===== config.mk =====
export PLATFORM = sky130hd
export DESIGN_NAME = tom_lane
export DESIGN_NICKNAME = d
export VERILOG_FILES = /design/src/rtl/tom_pkg.sv /design/src/rtl/tom_lane.sv
export SDC_FILE = /design/constraint.sdc
export NUM_CORES = 2
export LEC_CHECK = 0
export BUFFER_PORTS_ARGS = -buffer_cell sky130_fd_sc_hd__buf_2
export CAP_MARGIN = 5
export CORE_MARGIN = 8
export CORE_UTILIZATION = 40
export DETAILED_ROUTE_END_ITERATION = 16
export SETUP_SLACK_MARGIN = 0.05
export SYNTH_ARGS = -nofsm -noshare
export SYNTH_HDL_FRONTEND = slang
export SYNTH_SLANG_ARGS = --single-unit

===== constraint.sdc =====
create_clock -name clk_i -period 7.3 [get_ports clk_i]
set_clock_uncertainty 0.15 [all_clocks]
set_input_delay 1.46 -clock clk_i [delete_from_list [all_inputs] [get_ports clk_i]]
set_output_delay 1.46 -clock clk_i [all_outputs]
set_load 0.01 [all_outputs]

===== src/rtl/tom_pkg.sv =====
// Package with the shared constants of the 2-opt length change block.
`timescale 1ns / 1ps
`default_nettype none
package tom_pkg;
  localparam int unsigned COORD_BITS_DEF = 24;
  localparam int unsigned OUT_BITS = 23;
  localparam int unsigned NUM_LANES = 4;
endpackage
`default_nettype wire


===== src/rtl/tom_lane.sv =====
// One distance lane: difference, squares, sum, pipelined square root and rounding.
`timescale 1ns / 1ps
`default_nettype none
module tom_lane import tom_pkg::*; #(
  parameter int unsigned COORD_BITS = COORD_BITS_DEF,
  localparam int unsigned RW = COORD_BITS + 1,
  localparam int unsigned DSW = RW - 2
) (
  input  wire logic                         clk_i,
  input  wire logic                         en_i,
  input  wire logic signed [COORD_BITS-1:0] px_i,
  input  wire logic signed [COORD_BITS-1:0] py_i,
  input  wire logic signed [COORD_BITS-1:0] qx_i,
  input  wire logic signed [COORD_BITS-1:0] qy_i,
  output logic             [DSW-1:0]        dist_o
);
  localparam int unsigned CB = COORD_BITS;
  localparam int unsigned RMW = RW + 2;

  logic signed [CB:0] ex, ey;
  logic [CB-1:0] dx_q, dy_q;
  logic [2*CB-1:0] sx_q, sy_q;
  logic [2*RW-1:0] rad_q [RW+1];
  logic [RMW-1:0] rem_q [RW+1];
  logic [RW-1:0] root_q [RW+1];
  logic [DSW-1:0] dist_q;

  assign ex = {px_i[CB-1], px_i} - {qx_i[CB-1], qx_i};
  assign ey = {py_i[CB-1], py_i} - {qy_i[CB-1], qy_i};

  always_ff @(posedge clk_i) begin
    if (en_i) begin
      dx_q <= ex[CB] ? CB'(-ex) : ex[CB-1:0];
      dy_q <= ey[CB] ? CB'(-ey) : ey[CB-1:0];
      sx_q <= dx_q * dx_q;
      sy_q <= dy_q * dy_q;
      rad_q[0] <= {1'b0, {1'b0, sx_q} + {1'b0, sy_q}};
      rem_q[0] <= '0;
      root_q[0] <= '0;
    end
  end

  for (genvar k = 0; k < RW; k++) begin : g_step
    logic [RMW-1:0] cur, trial;
    assign cur = {rem_q[k][RMW-3:0], rad_q[k][2*RW-1 -: 2]};
    assign trial = {root_q[k], 2'b01};
    always_ff @(posedge clk_i) begin
      if (en_i) begin
        rad_q[k+1] <= {rad_q[k][2*RW-3:0], 2'b00};
        if (cur >= trial) begin
          rem_q[k+1] <= cur - trial;
          root_q[k+1] <= {root_q[k][RW-2:0], 1'b1};
        end else begin
          rem_q[k+1] <= cur;
          root_q[k+1] <= {root_q[k][RW-2:0], 1'b0};
        end
      end
    end
  end

  logic [DSW:0] rnd;
  assign rnd = {2'b00, root_q[RW][RW-1:3]} + (DSW+1)'(1);

  always_ff @(posedge clk_i) begin
    if (en_i) begin
      dist_q <= rnd[DSW:1];
    end
  end

  assign dist_o = dist_q;
endmodule
`default_nettype wire


==> results.yml <==
status:
  outcome: "complete, no violations"
clock_tree:
  htree_num_levels: 4
  cts_hold_buf: 0
  numCtsBuffers: 158
  clock_latency_ns: 0.85
  clock-root-buffer: "clkbuf_16"
  cts_buffer_depth: 3
  cts_tree: "yes"
  clock-sinks: 1474
  cts.clk_slew.worst_paths_ns: 0.06
layout:
  antenna_cells: 0
  drive_gt1_share_pct: 11.9
  fillCellCount: 23200
  final_area_mm2: 0.117
  finish.utilization_pct: 46.1
  area_growth_pct: 14.7
  multiInputGateArea_mm2: 0.0514
  num-nets-final: 11300
  seqCellArea_mm2: 0.0443
worst_setup_path:
  max_stage_delay_ns: 0.59
  critPathSlowestCell: "fa_1"
  cpLargestDelayFamily: "adder cells"
  cp.arrival_ns: 7.66
  crit_fanout: 3
  reg2reg_slack_ns: 0.02
  required_ns: 7.68
  r2r_cells: 25
  worstSetupPathType: "flip-flop to flip-flop"
  worstReg2RegStart: "dx_q[2]"
  timing.critical_path.buf_inv: 5
  cp-end-kind: "flip-flop"
  path_common_cell: "fa_1"
  startpoint_type: "flip-flop"
  r2r_end: "sx_q[44]"
yosys:
  synth_edf_count: 1473
  synth_warnings: 0
  synth_area_leaders: "edfxtp_1 43%, fa_1 17%, ha_1 8.9%, inv_1 6.1%, xnor2_1 2.9%"
  synth.top_cell.area_share_pct: 43.4
  syn_inst: 9041
  synth_top_area_cell: "edfxtp_1"
  synth_seq_cells: 1474
  synth_seq_area_share_pct: 43.5
  avgSynthCellArea_um2: 11.3
  yosysUniqueCellTypes: 86
  syn-cell-area_mm2: 0.102
  syn_nets: 10700
  ys.flop_type: "edfxtp_1"
  ys_async_sr_fraction_pct: 0
min_path:
  hold_depth: 0
  hold_path.class: "flip-flop to flip-flop"
  hold_path_end: "rad_q[7][49]"
  hold_start: "rad_q[6][47]"
grt:
  grt_first_pass_wirelength_um: 351000
  grt_util_all_layers_pct: 15.8
  grt_max_degree: 198
  globalRoute.totalOverflow: 0
  antenna_found_initial: 1
  grt_pass1_vias: 67800
timing:
  setup_viol: 0
  slew_violations: 0
  fin_crit_sh_pct: 99.8
  fin_ws_ns: 0.0171
  min_period_ns: 7.28
  hold_viol_final: 0
  fmax_ghz: 0.137
  rsz0062_at_grt: "yes"
  slew_headroom_pct: 21.6
  holdWs_ns: 0.207
  tightest_slew_ns: 1.17
floorplanning:
  start_util_pct: 40.1
  fp.dieH_um: 521
  die_area_mm2: 0.271
  ioPinCount: 121
  rows: 185
  die_w_um: 521
  fp.coreArea_mm2: 0.254
route:
  post-route-drc-count: 0
  vias: 64600
  viasPerCell: 4.91
  ant_nets: 0
  drt-total-wl_um: 215000
  drtIter0Drc: 3898
  drt_pass1_iterations: 8
  wl_per_cell_um: 16.4
placement:
  hpwl_um: 168000
  dpl_cell_area_mm2: 0.109
  gp_congestion: 0.881
  io_buffers: 119
  place_ws_ns: -0.766
flow_run:
  cap_violations: 0
==> worst max-delay path by stage <==
stage,start,to,slack (ns),cells past startpoint
after floorplan,dy_q[14],sy_q[47],0.009,28
after global placement,dy_q[2],sy_q[45],-0.73,29
after detailed placement,dy_q[2],sy_q[45],-0.77,29
after CTS,dy_q[4],sy_q[45],0.03,28
after global routing,dx_q[6],sx_q[44],-0.21,26
final,dx_q[2],sx_q[44],0.02,25
==> cell usage after synthesis (217+ instances only) <==
cell,instances
a21oi_1,358
and2_1,275
clkbuf_1,217
edfxtp_1,1473
fa_1,848
ha_1,727
inv_1,1668
nand2_1,708
nor2_1,366
o21ai_0,386
xnor2_1,333
xor2_1,280
==> per-layer routing <==
metal  wire length, um  track usage [%]  part of all wire, %  vias up
met1             92700             19.9                   43    31700
met5                 0                0                    0        -
li1                  -                -                    -    31500
met4              6520             4.66                  3.0        0
met3              6870             2.00                  3.2      334
met2            109000             28.4                   51     1073
==> metrics by stage <==
| stage | cells | TNS, ns |
|---|---|---|
| floorplan | 9041 | 0 |
| global placement | 12800 | -7.25 |
| detailed placement | 12800 | -7.54 |
| CTS | 13100 | 0 |
| global route | 13100 | -2.13 |
| finish | 13100 | 0 |
==> placed cells by master (no fill, tap or decap), drive strengths merged, types with 41 or more instances in the layout <==
| cell type | Yosys | layout |
|---|---|---|
| ha | 727 | 727 |
| nand3 | 109 | 109 |
| o21ai | 387 | 387 |
| a21o | 154 | 154 |
| clkbuf | 217 | 190 |
| xnor2 | 333 | 333 |
| nand2b | 101 | 101 |
| a31oi | 41 | 41 |
| or3 | 55 | 55 |
| fa | 848 | 848 |
| xor2 | 280 | 280 |
| nand2 | 709 | 709 |
| edfxtp | 1473 | 1473 |
| o31ai | 43 | 43 |
| and2 | 275 | 275 |
| nor2b | 84 | 84 |
| a21oi | 358 | 358 |
| nor4 | 68 | 68 |
| nor2 | 366 | 366 |
| nor3 | 151 | 151 |
| buf | 8 | 663 |
| o21a | 83 | 83 |
| inv | 1668 | 1672 |
| o21bai | 42 | 42 |
| clkinv | 1 | 72 |
| nand4 | 67 | 67 |
==> repair_timing <==
action | in CTS | in global routing
setup buffers | 68 | 25
cloned | 1 | 0
gates resized for setup | 171 | 150
pin swaps | 101 | 105
setup endpoints to repair | 30 | 33
==> logic make-up after synthesis <==
group                    after synthesis  synth area share [%]
XOR/XNOR                             613                  5.27
flip-flops                          1474                  43.5
other                                  1               0.00368
buffers and inverters               1894                  7.00
AO/OA/AOI/OAI                       1291                  7.81
adder cells (fa/ha/maj)             1575                  25.6
AND/OR/NAND/NOR                     2172                  10.6
multiplexers                          21                 0.229
==> final cells by class <==
| class | count | share of cell area, % |
|---|---|---|
| clock buffer | 190 | 3.49 |
| clock inverter | 106 | 1.27 |
| inverter | 1669 | 5.36 |
| multi-input combinational | 5673 | 44.0 |
| sequential | 1474 | 37.9 |
| tap | 3366 | 3.60 |
| timing repair buffer | 664 | 4.45 |
==> flip-flops by register name, summed over array words and instances, names as in the netlist <==
name and cells:
rem_q 488, dist_o 22, dy_q 24, dx_q 24, sy_q 46, sx_q 46
root_q 319, rad_q 505
Power is left out: the tool's default activity adds up to more than one toggle a clock period on the data nets, which glitch-free logic cannot reach.
