### config.mk
export PLATFORM = sky130hd
export DESIGN_NAME = tom_merge
export DESIGN_NICKNAME = d
export VERILOG_FILES = /design/src/rtl/tom_pkg.sv /design/src/rtl/tom_merge.sv
export SDC_FILE = /design/constraint.sdc
export NUM_CORES = 1
export LEC_CHECK = 0
export BUFFER_PORTS_ARGS = -buffer_cell sky130_fd_sc_hd__clkbuf_2
export CAP_MARGIN = 5
export CORE_UTILIZATION = 47
export CTS_CLUSTER_SIZE = 12
export DETAILED_ROUTE_END_ITERATION = 6
export HOLD_SLACK_MARGIN = 0.12
export PLACE_DENSITY = 0.79
export SYNTH_ARGS = -nofsm -noshare
export SYNTH_HDL_FRONTEND = slang
export SYNTH_SLANG_ARGS = --single-unit
### constraint.sdc
create_clock -name clk_i -period 4.8 [get_ports clk_i]
set_input_delay 1.44 -clock clk_i [delete_from_list [all_inputs] [get_ports clk_i]]
set_output_delay 1.44 -clock clk_i [all_outputs]
set_load 0.02 [all_outputs]
### src/rtl/tom_pkg.sv
// Package with the shared constants of the 2-opt length change block.
`timescale 1ns / 1ps
`default_nettype none
package tom_pkg;
  localparam int unsigned COORD_BITS_DEF = 24;
  localparam int unsigned OUT_BITS = 23;
  localparam int unsigned NUM_LANES = 4;
endpackage
`default_nettype wire

### src/rtl/tom_merge.sv
// Merging stage: new minus old length, saturated into the output register.
`timescale 1ns / 1ps
`default_nettype none
module tom_merge import tom_pkg::*; #(
  parameter int unsigned DSW = COORD_BITS_DEF - 1
) (
  input  wire logic                       clk_i,
  input  wire logic                       en_i,
  input  wire logic        [DSW-1:0]      ac_i,
  input  wire logic        [DSW-1:0]      bd_i,
  input  wire logic        [DSW-1:0]      ab_i,
  input  wire logic        [DSW-1:0]      cd_i,
  output logic signed      [OUT_BITS-1:0] delta_o
);
  localparam int unsigned DW = (DSW + 2 > OUT_BITS + 1) ? DSW + 2 : OUT_BITS + 1;
  localparam logic signed [DW-1:0] MAXV = DW'((1 << (OUT_BITS - 1)) - 1);
  localparam logic signed [DW-1:0] MINV = -DW'(1 << (OUT_BITS - 1));

  logic signed [DW-1:0] nl, ol, dl;
  logic signed [OUT_BITS-1:0] delta_q;

  assign nl = signed'(DW'(ac_i)) + signed'(DW'(bd_i));
  assign ol = signed'(DW'(ab_i)) + signed'(DW'(cd_i));
  assign dl = nl - ol;

  always_ff @(posedge clk_i) begin
    if (en_i) begin
      if (dl > MAXV) delta_q <= MAXV[OUT_BITS-1:0];
      else if (dl < MINV) delta_q <= MINV[OUT_BITS-1:0];
      else delta_q <= dl[OUT_BITS-1:0];
    end
  end

  assign delta_o = delta_q;
endmodule
`default_nettype wire

==> run_summary.xml <==
<?xml version="1.0" encoding="UTF-8"?>
<metrics>
  <group name="clock_network">
    <metric name="cts_tree" unit="">done</metric>
    <metric name="root_buffer" unit="">sky130_fd_sc_hd__clkbuf_8</metric>
    <metric name="cts.sinks" unit="">23</metric>
    <metric name="cts_buffers" unit="">3</metric>
    <metric name="cts_buffer_depth" unit="">2</metric>
    <metric name="clk_pin_slew" unit="ps">80</metric>
    <metric name="max_h_tree_level" unit="">1</metric>
  </group>
  <group name="final_layout">
    <metric name="antennaDiodeCount" unit="">0</metric>
    <metric name="layout.cells.most_common_list" unit="">sky130_fd_sc_hd__clkbuf_2 (115), sky130_fd_sc_hd__inv_1 (97), sky130_fd_sc_hd__buf_4 (57)</metric>
    <metric name="area_growth_syn_to_fin" unit="%">38.9</metric>
    <metric name="final_layout_size_suffix_gt1_frac" unit="">0.397</metric>
    <metric name="largest_register_ff_count" unit="">23</metric>
    <metric name="finalNetCount" unit="">703</metric>
    <metric name="layout_commonest_cell" unit="">sky130_fd_sc_hd__clkbuf_2</metric>
    <metric name="fin_area" unit="um2">4740</metric>
    <metric name="final_cells" unit="">633</metric>
  </group>
  <group name="logic_synthesis">
    <metric name="ys_seq_elements" unit="">23</metric>
    <metric name="syn_inst" unit="">362</metric>
    <metric name="ys_seq_area_frac" unit="">0.202</metric>
    <metric name="synth_mux_area_frac" unit="">0</metric>
    <metric name="synth_top_family_by_area" unit="">adder cells</metric>
    <metric name="synth.cell_area" unit="um2">3410</metric>
    <metric name="synth_xor_xnor_area_share" unit="">0.0667</metric>
    <metric name="adder_cell_fraction_of_synth_area" unit="">0.361</metric>
    <metric name="synth.area.top_cells" unit="">sky130_fd_sc_hd__fa_1 (27%), sky130_fd_sc_hd__edfxtp_1 (20%), sky130_fd_sc_hd__inv_1 (11%), sky130_fd_sc_hd__ha_1 (9.2%), sky130_fd_sc_hd__a21oi_1 (6.3%)</metric>
    <metric name="avgSynthCellArea" unit="um2">9.43</metric>
    <metric name="synth-simple-area-share" unit="">0.0638</metric>
    <metric name="nets_in_the_synthesized_netlist" unit="">527</metric>
    <metric name="area_fraction_of_the_dominant_cell_type_after_synthesis" unit="">0.270</metric>
    <metric name="count_of_flip_flops_with_a_built_in_enable_after_synthesis" unit="">23</metric>
    <metric name="synth_top_flop_cell" unit="">sky130_fd_sc_hd__edfxtp_1</metric>
    <metric name="yosysUniqueCellTypes" unit="">49</metric>
    <metric name="synth_warnings" unit="">0</metric>
    <metric name="synth.largest_area_cell" unit="">sky130_fd_sc_hd__fa_1</metric>
    <metric name="synth_async_sr_flop_share" unit="">0</metric>
    <metric name="synth_compound_gate_area_share" unit="">0.184</metric>
  </group>
  <group name="flow_run">
    <metric name="max-cap-violations" unit="">0</metric>
  </group>
  <group name="sta">
    <metric name="final.setup.worst_slack" unit="ps">-7.96</metric>
    <metric name="timing.final.max_slew_violations" unit="">0</metric>
    <metric name="rsz0062_at_grt" unit="">true</metric>
    <metric name="slew_headroom" unit="">0.611</metric>
    <metric name="fin_tns_setup" unit="ps">-7.96</metric>
    <metric name="fmax" unit="MHz">208</metric>
    <metric name="final.min_clock_period" unit="ps">4810</metric>
    <metric name="finalHoldViolCount" unit="">0</metric>
    <metric name="finalCritPeriodShare" unit="">1.00</metric>
    <metric name="setup_viol_count_final" unit="">1</metric>
    <metric name="worstMarginPinSlew" unit="ps">583</metric>
    <metric name="hold_slack_final" unit="ps">1770</metric>
  </group>
  <group name="setup_path">
    <metric name="critical_path.max_fanout" unit="">17</metric>
    <metric name="critical_path_arrival" unit="ps">4830</metric>
    <metric name="crit_path_start_kind" unit="">input port</metric>
    <metric name="critical_path.endpoint_type" unit="">flop</metric>
    <metric name="criticalPathCategory" unit="">input port to flop</metric>
    <metric name="worst_ep_required_time" unit="ps">4820</metric>
    <metric name="cpPeakStageDelay" unit="ps">520</metric>
    <metric name="timing.critical_path.cells" unit="">buf_6 &gt; fa_1 &gt; inv_1 &gt; fa_1 &gt; inv_2 &gt; ha_4 &gt; fa_2 &gt; a21o_1 &gt; nand4_1 &gt; a31oi_2 &gt; nor4_2 &gt; buf_4 &gt; nor3_2 &gt; o32a_4 &gt; a21oi_4 &gt; buf_12 &gt; o21ai_1</metric>
    <metric name="cp_common_cell" unit="">sky130_fd_sc_hd__fa_1</metric>
    <metric name="critical-path-slowest-cell" unit="">sky130_fd_sc_hd__fa_1</metric>
  </group>
  <group name="placement">
    <metric name="place_inst" unit="">625</metric>
    <metric name="detailed_place_hpwl" unit="mm">6.67</metric>
    <metric name="final_weighted_congestion_of_routability_driven_global_placement" unit="">0.843</metric>
    <metric name="io_buffer_count" unit="">116</metric>
    <metric name="dpl_cell_area" unit="um2">4570</metric>
  </group>
  <group name="global_route">
    <metric name="first_global_vias" unit="">3145</metric>
    <metric name="grt_start_max_net_pins" unit="">24</metric>
    <metric name="globalRoute.totalOverflow" unit="">0</metric>
    <metric name="grt.total_usage" unit="">0.209</metric>
    <metric name="grt_pass1_wl" unit="mm">12.8</metric>
    <metric name="antenna_found_initial" unit="">0</metric>
  </group>
  <group name="route">
    <metric name="drt_drc_violations_left" unit="">0</metric>
    <metric name="route.final.wire_length" unit="mm">7.63</metric>
    <metric name="via_per_inst" unit="">4.81</metric>
    <metric name="detailedRoute.firstPassIterationCount" unit="">4</metric>
    <metric name="post_dr_wirelength_cell" unit="um">12.1</metric>
    <metric name="detailroute.via_count" unit="">3043</metric>
    <metric name="drt.antenna.violating_nets" unit="">0</metric>
    <metric name="first_iter_violations" unit="">80</metric>
  </group>
  <group name="min_path">
    <metric name="hold_end" unit="">delta_o[0]</metric>
    <metric name="holdPathStages" unit="">5</metric>
    <metric name="min_path_type" unit="">input port to flop</metric>
    <metric name="hold_path_startpoint" unit="">ac_i[1]</metric>
  </group>
  <group name="floorplan">
    <metric name="num_rows" unit="">30</metric>
    <metric name="initial_utilization" unit="">0.494</metric>
    <metric name="die_w" unit="um">87.2</metric>
    <metric name="dieHeight" unit="um">87.2</metric>
    <metric name="floorplan.io_pins" unit="">117</metric>
    <metric name="design.core.area" unit="um2">6910</metric>
    <metric name="design.die.area" unit="um2">7610</metric>
  </group>
  <group name="pwr">
    <metric name="reported_leakage_power" unit="nW">2.51</metric>
    <metric name="p_per_area" unit="nW/um2">508</metric>
    <metric name="ir_drop" unit="V">0.000185</metric>
    <metric name="totalPowerFinal" unit="W">0.00241</metric>
  </group>
  <group name="outcome">
    <metric name="run_status" unit="">finished with violations</metric>
    <metric name="failing_checks" unit="">setup timing</metric>
  </group>
</metrics>
-- cell type report --
cell class	instances	area, um2
fill	563	2160
sequential	23	691
tap	96	120
timing repair buffer	178	1090
clock buffer	4	45.0
multi-input combinational	233	2430
inverter	99	372
-- stage by stage --
step | utilization | worst slack [ps]
6_report | 0.687 | -7.96
3_5_place_dp | 0.662 | -473
4_1_cts | 0.675 | -51.1
3_3_place_gp | 0.662 | -392
2_1_floorplan | - | -77.8
5_1_grt | 0.687 | -158
-- layer usage --
metal,GRT usage,wire [um]
met1,0.251,3150
met2,0.404,4030
met3,0.0161,341
met4,0.0432,106
met5,0,0
-- power by group --
part	switching, W	internal [W]
clock network	0.0000597	0.0000593
logic	0.00101	0.000862
registers	0.0000306	0.000384
-- worst max-delay path: cells and delay by family --
family          cells  cell delay (ps)
fa+ha+maj           4             1540
simple gates        3              450
buf+inv             5              500
compound gates      5              890
-- Yosys cell counts, types with 2 or more instances --
| cell type | count |
|---|---|
| sky130_fd_sc_hd__xnor2_1 | 10 |
| sky130_fd_sc_hd__edfxtp_1 | 23 |
| sky130_fd_sc_hd__clkbuf_1 | 2 |
| sky130_fd_sc_hd__and2_1 | 4 |
| sky130_fd_sc_hd__nand4_1 | 2 |
| sky130_fd_sc_hd__nand3_1 | 8 |
| sky130_fd_sc_hd__ha_1 | 25 |
| sky130_fd_sc_hd__and3_1 | 3 |
| sky130_fd_sc_hd__a21oi_2 | 2 |
| sky130_fd_sc_hd__nor3_1 | 3 |
| sky130_fd_sc_hd__buf_6 | 2 |
| sky130_fd_sc_hd__a21oi_1 | 43 |
| sky130_fd_sc_hd__o21a_1 | 2 |
| sky130_fd_sc_hd__nor2_1 | 3 |
| sky130_fd_sc_hd__fa_1 | 46 |
| sky130_fd_sc_hd__o21ai_0 | 18 |
| sky130_fd_sc_hd__a31oi_1 | 3 |
| sky130_fd_sc_hd__nand2_1 | 16 |
| sky130_fd_sc_hd__o211ai_1 | 3 |
| sky130_fd_sc_hd__xor2_1 | 11 |
| sky130_fd_sc_hd__inv_1 | 99 |
| sky130_fd_sc_hd__a21o_1 | 7 |
-- cells by family after synthesis --
| kind of cell | count (synthesis) |
|---|---|
| adders and majority gates | 71 |
| and+or+nand+nor | 44 |
| buffers and inverters | 106 |
| xor gates and xnor gates | 23 |
| AOI/OAI and AO/OA | 95 |
| DFF | 23 |
-- how the worst max path moves through the flow --
stage                       start  cells after the start           to
after floorplan           ac_i[0]                     15   delta_o[2]
after global placement    ac_i[0]                     17  delta_o[21]
after detailed placement  ac_i[0]                     17   delta_o[3]
after CTS                 ac_i[0]                     17   delta_o[3]
after global routing      ab_i[0]                     18  delta_o[19]
final                     ac_i[0]                     17   delta_o[3]
-- what timing repair did --
action / 4_1_cts / 5_1_grt
gates resized for setup: 11 / 15
setup buffers: 2 / 2
hold buffers: 0 / 0
endpoints found under the setup margin: 22 / 22
pin swaps: 4 / 5
No activity file was read; power rests on OpenSTA's default activity.
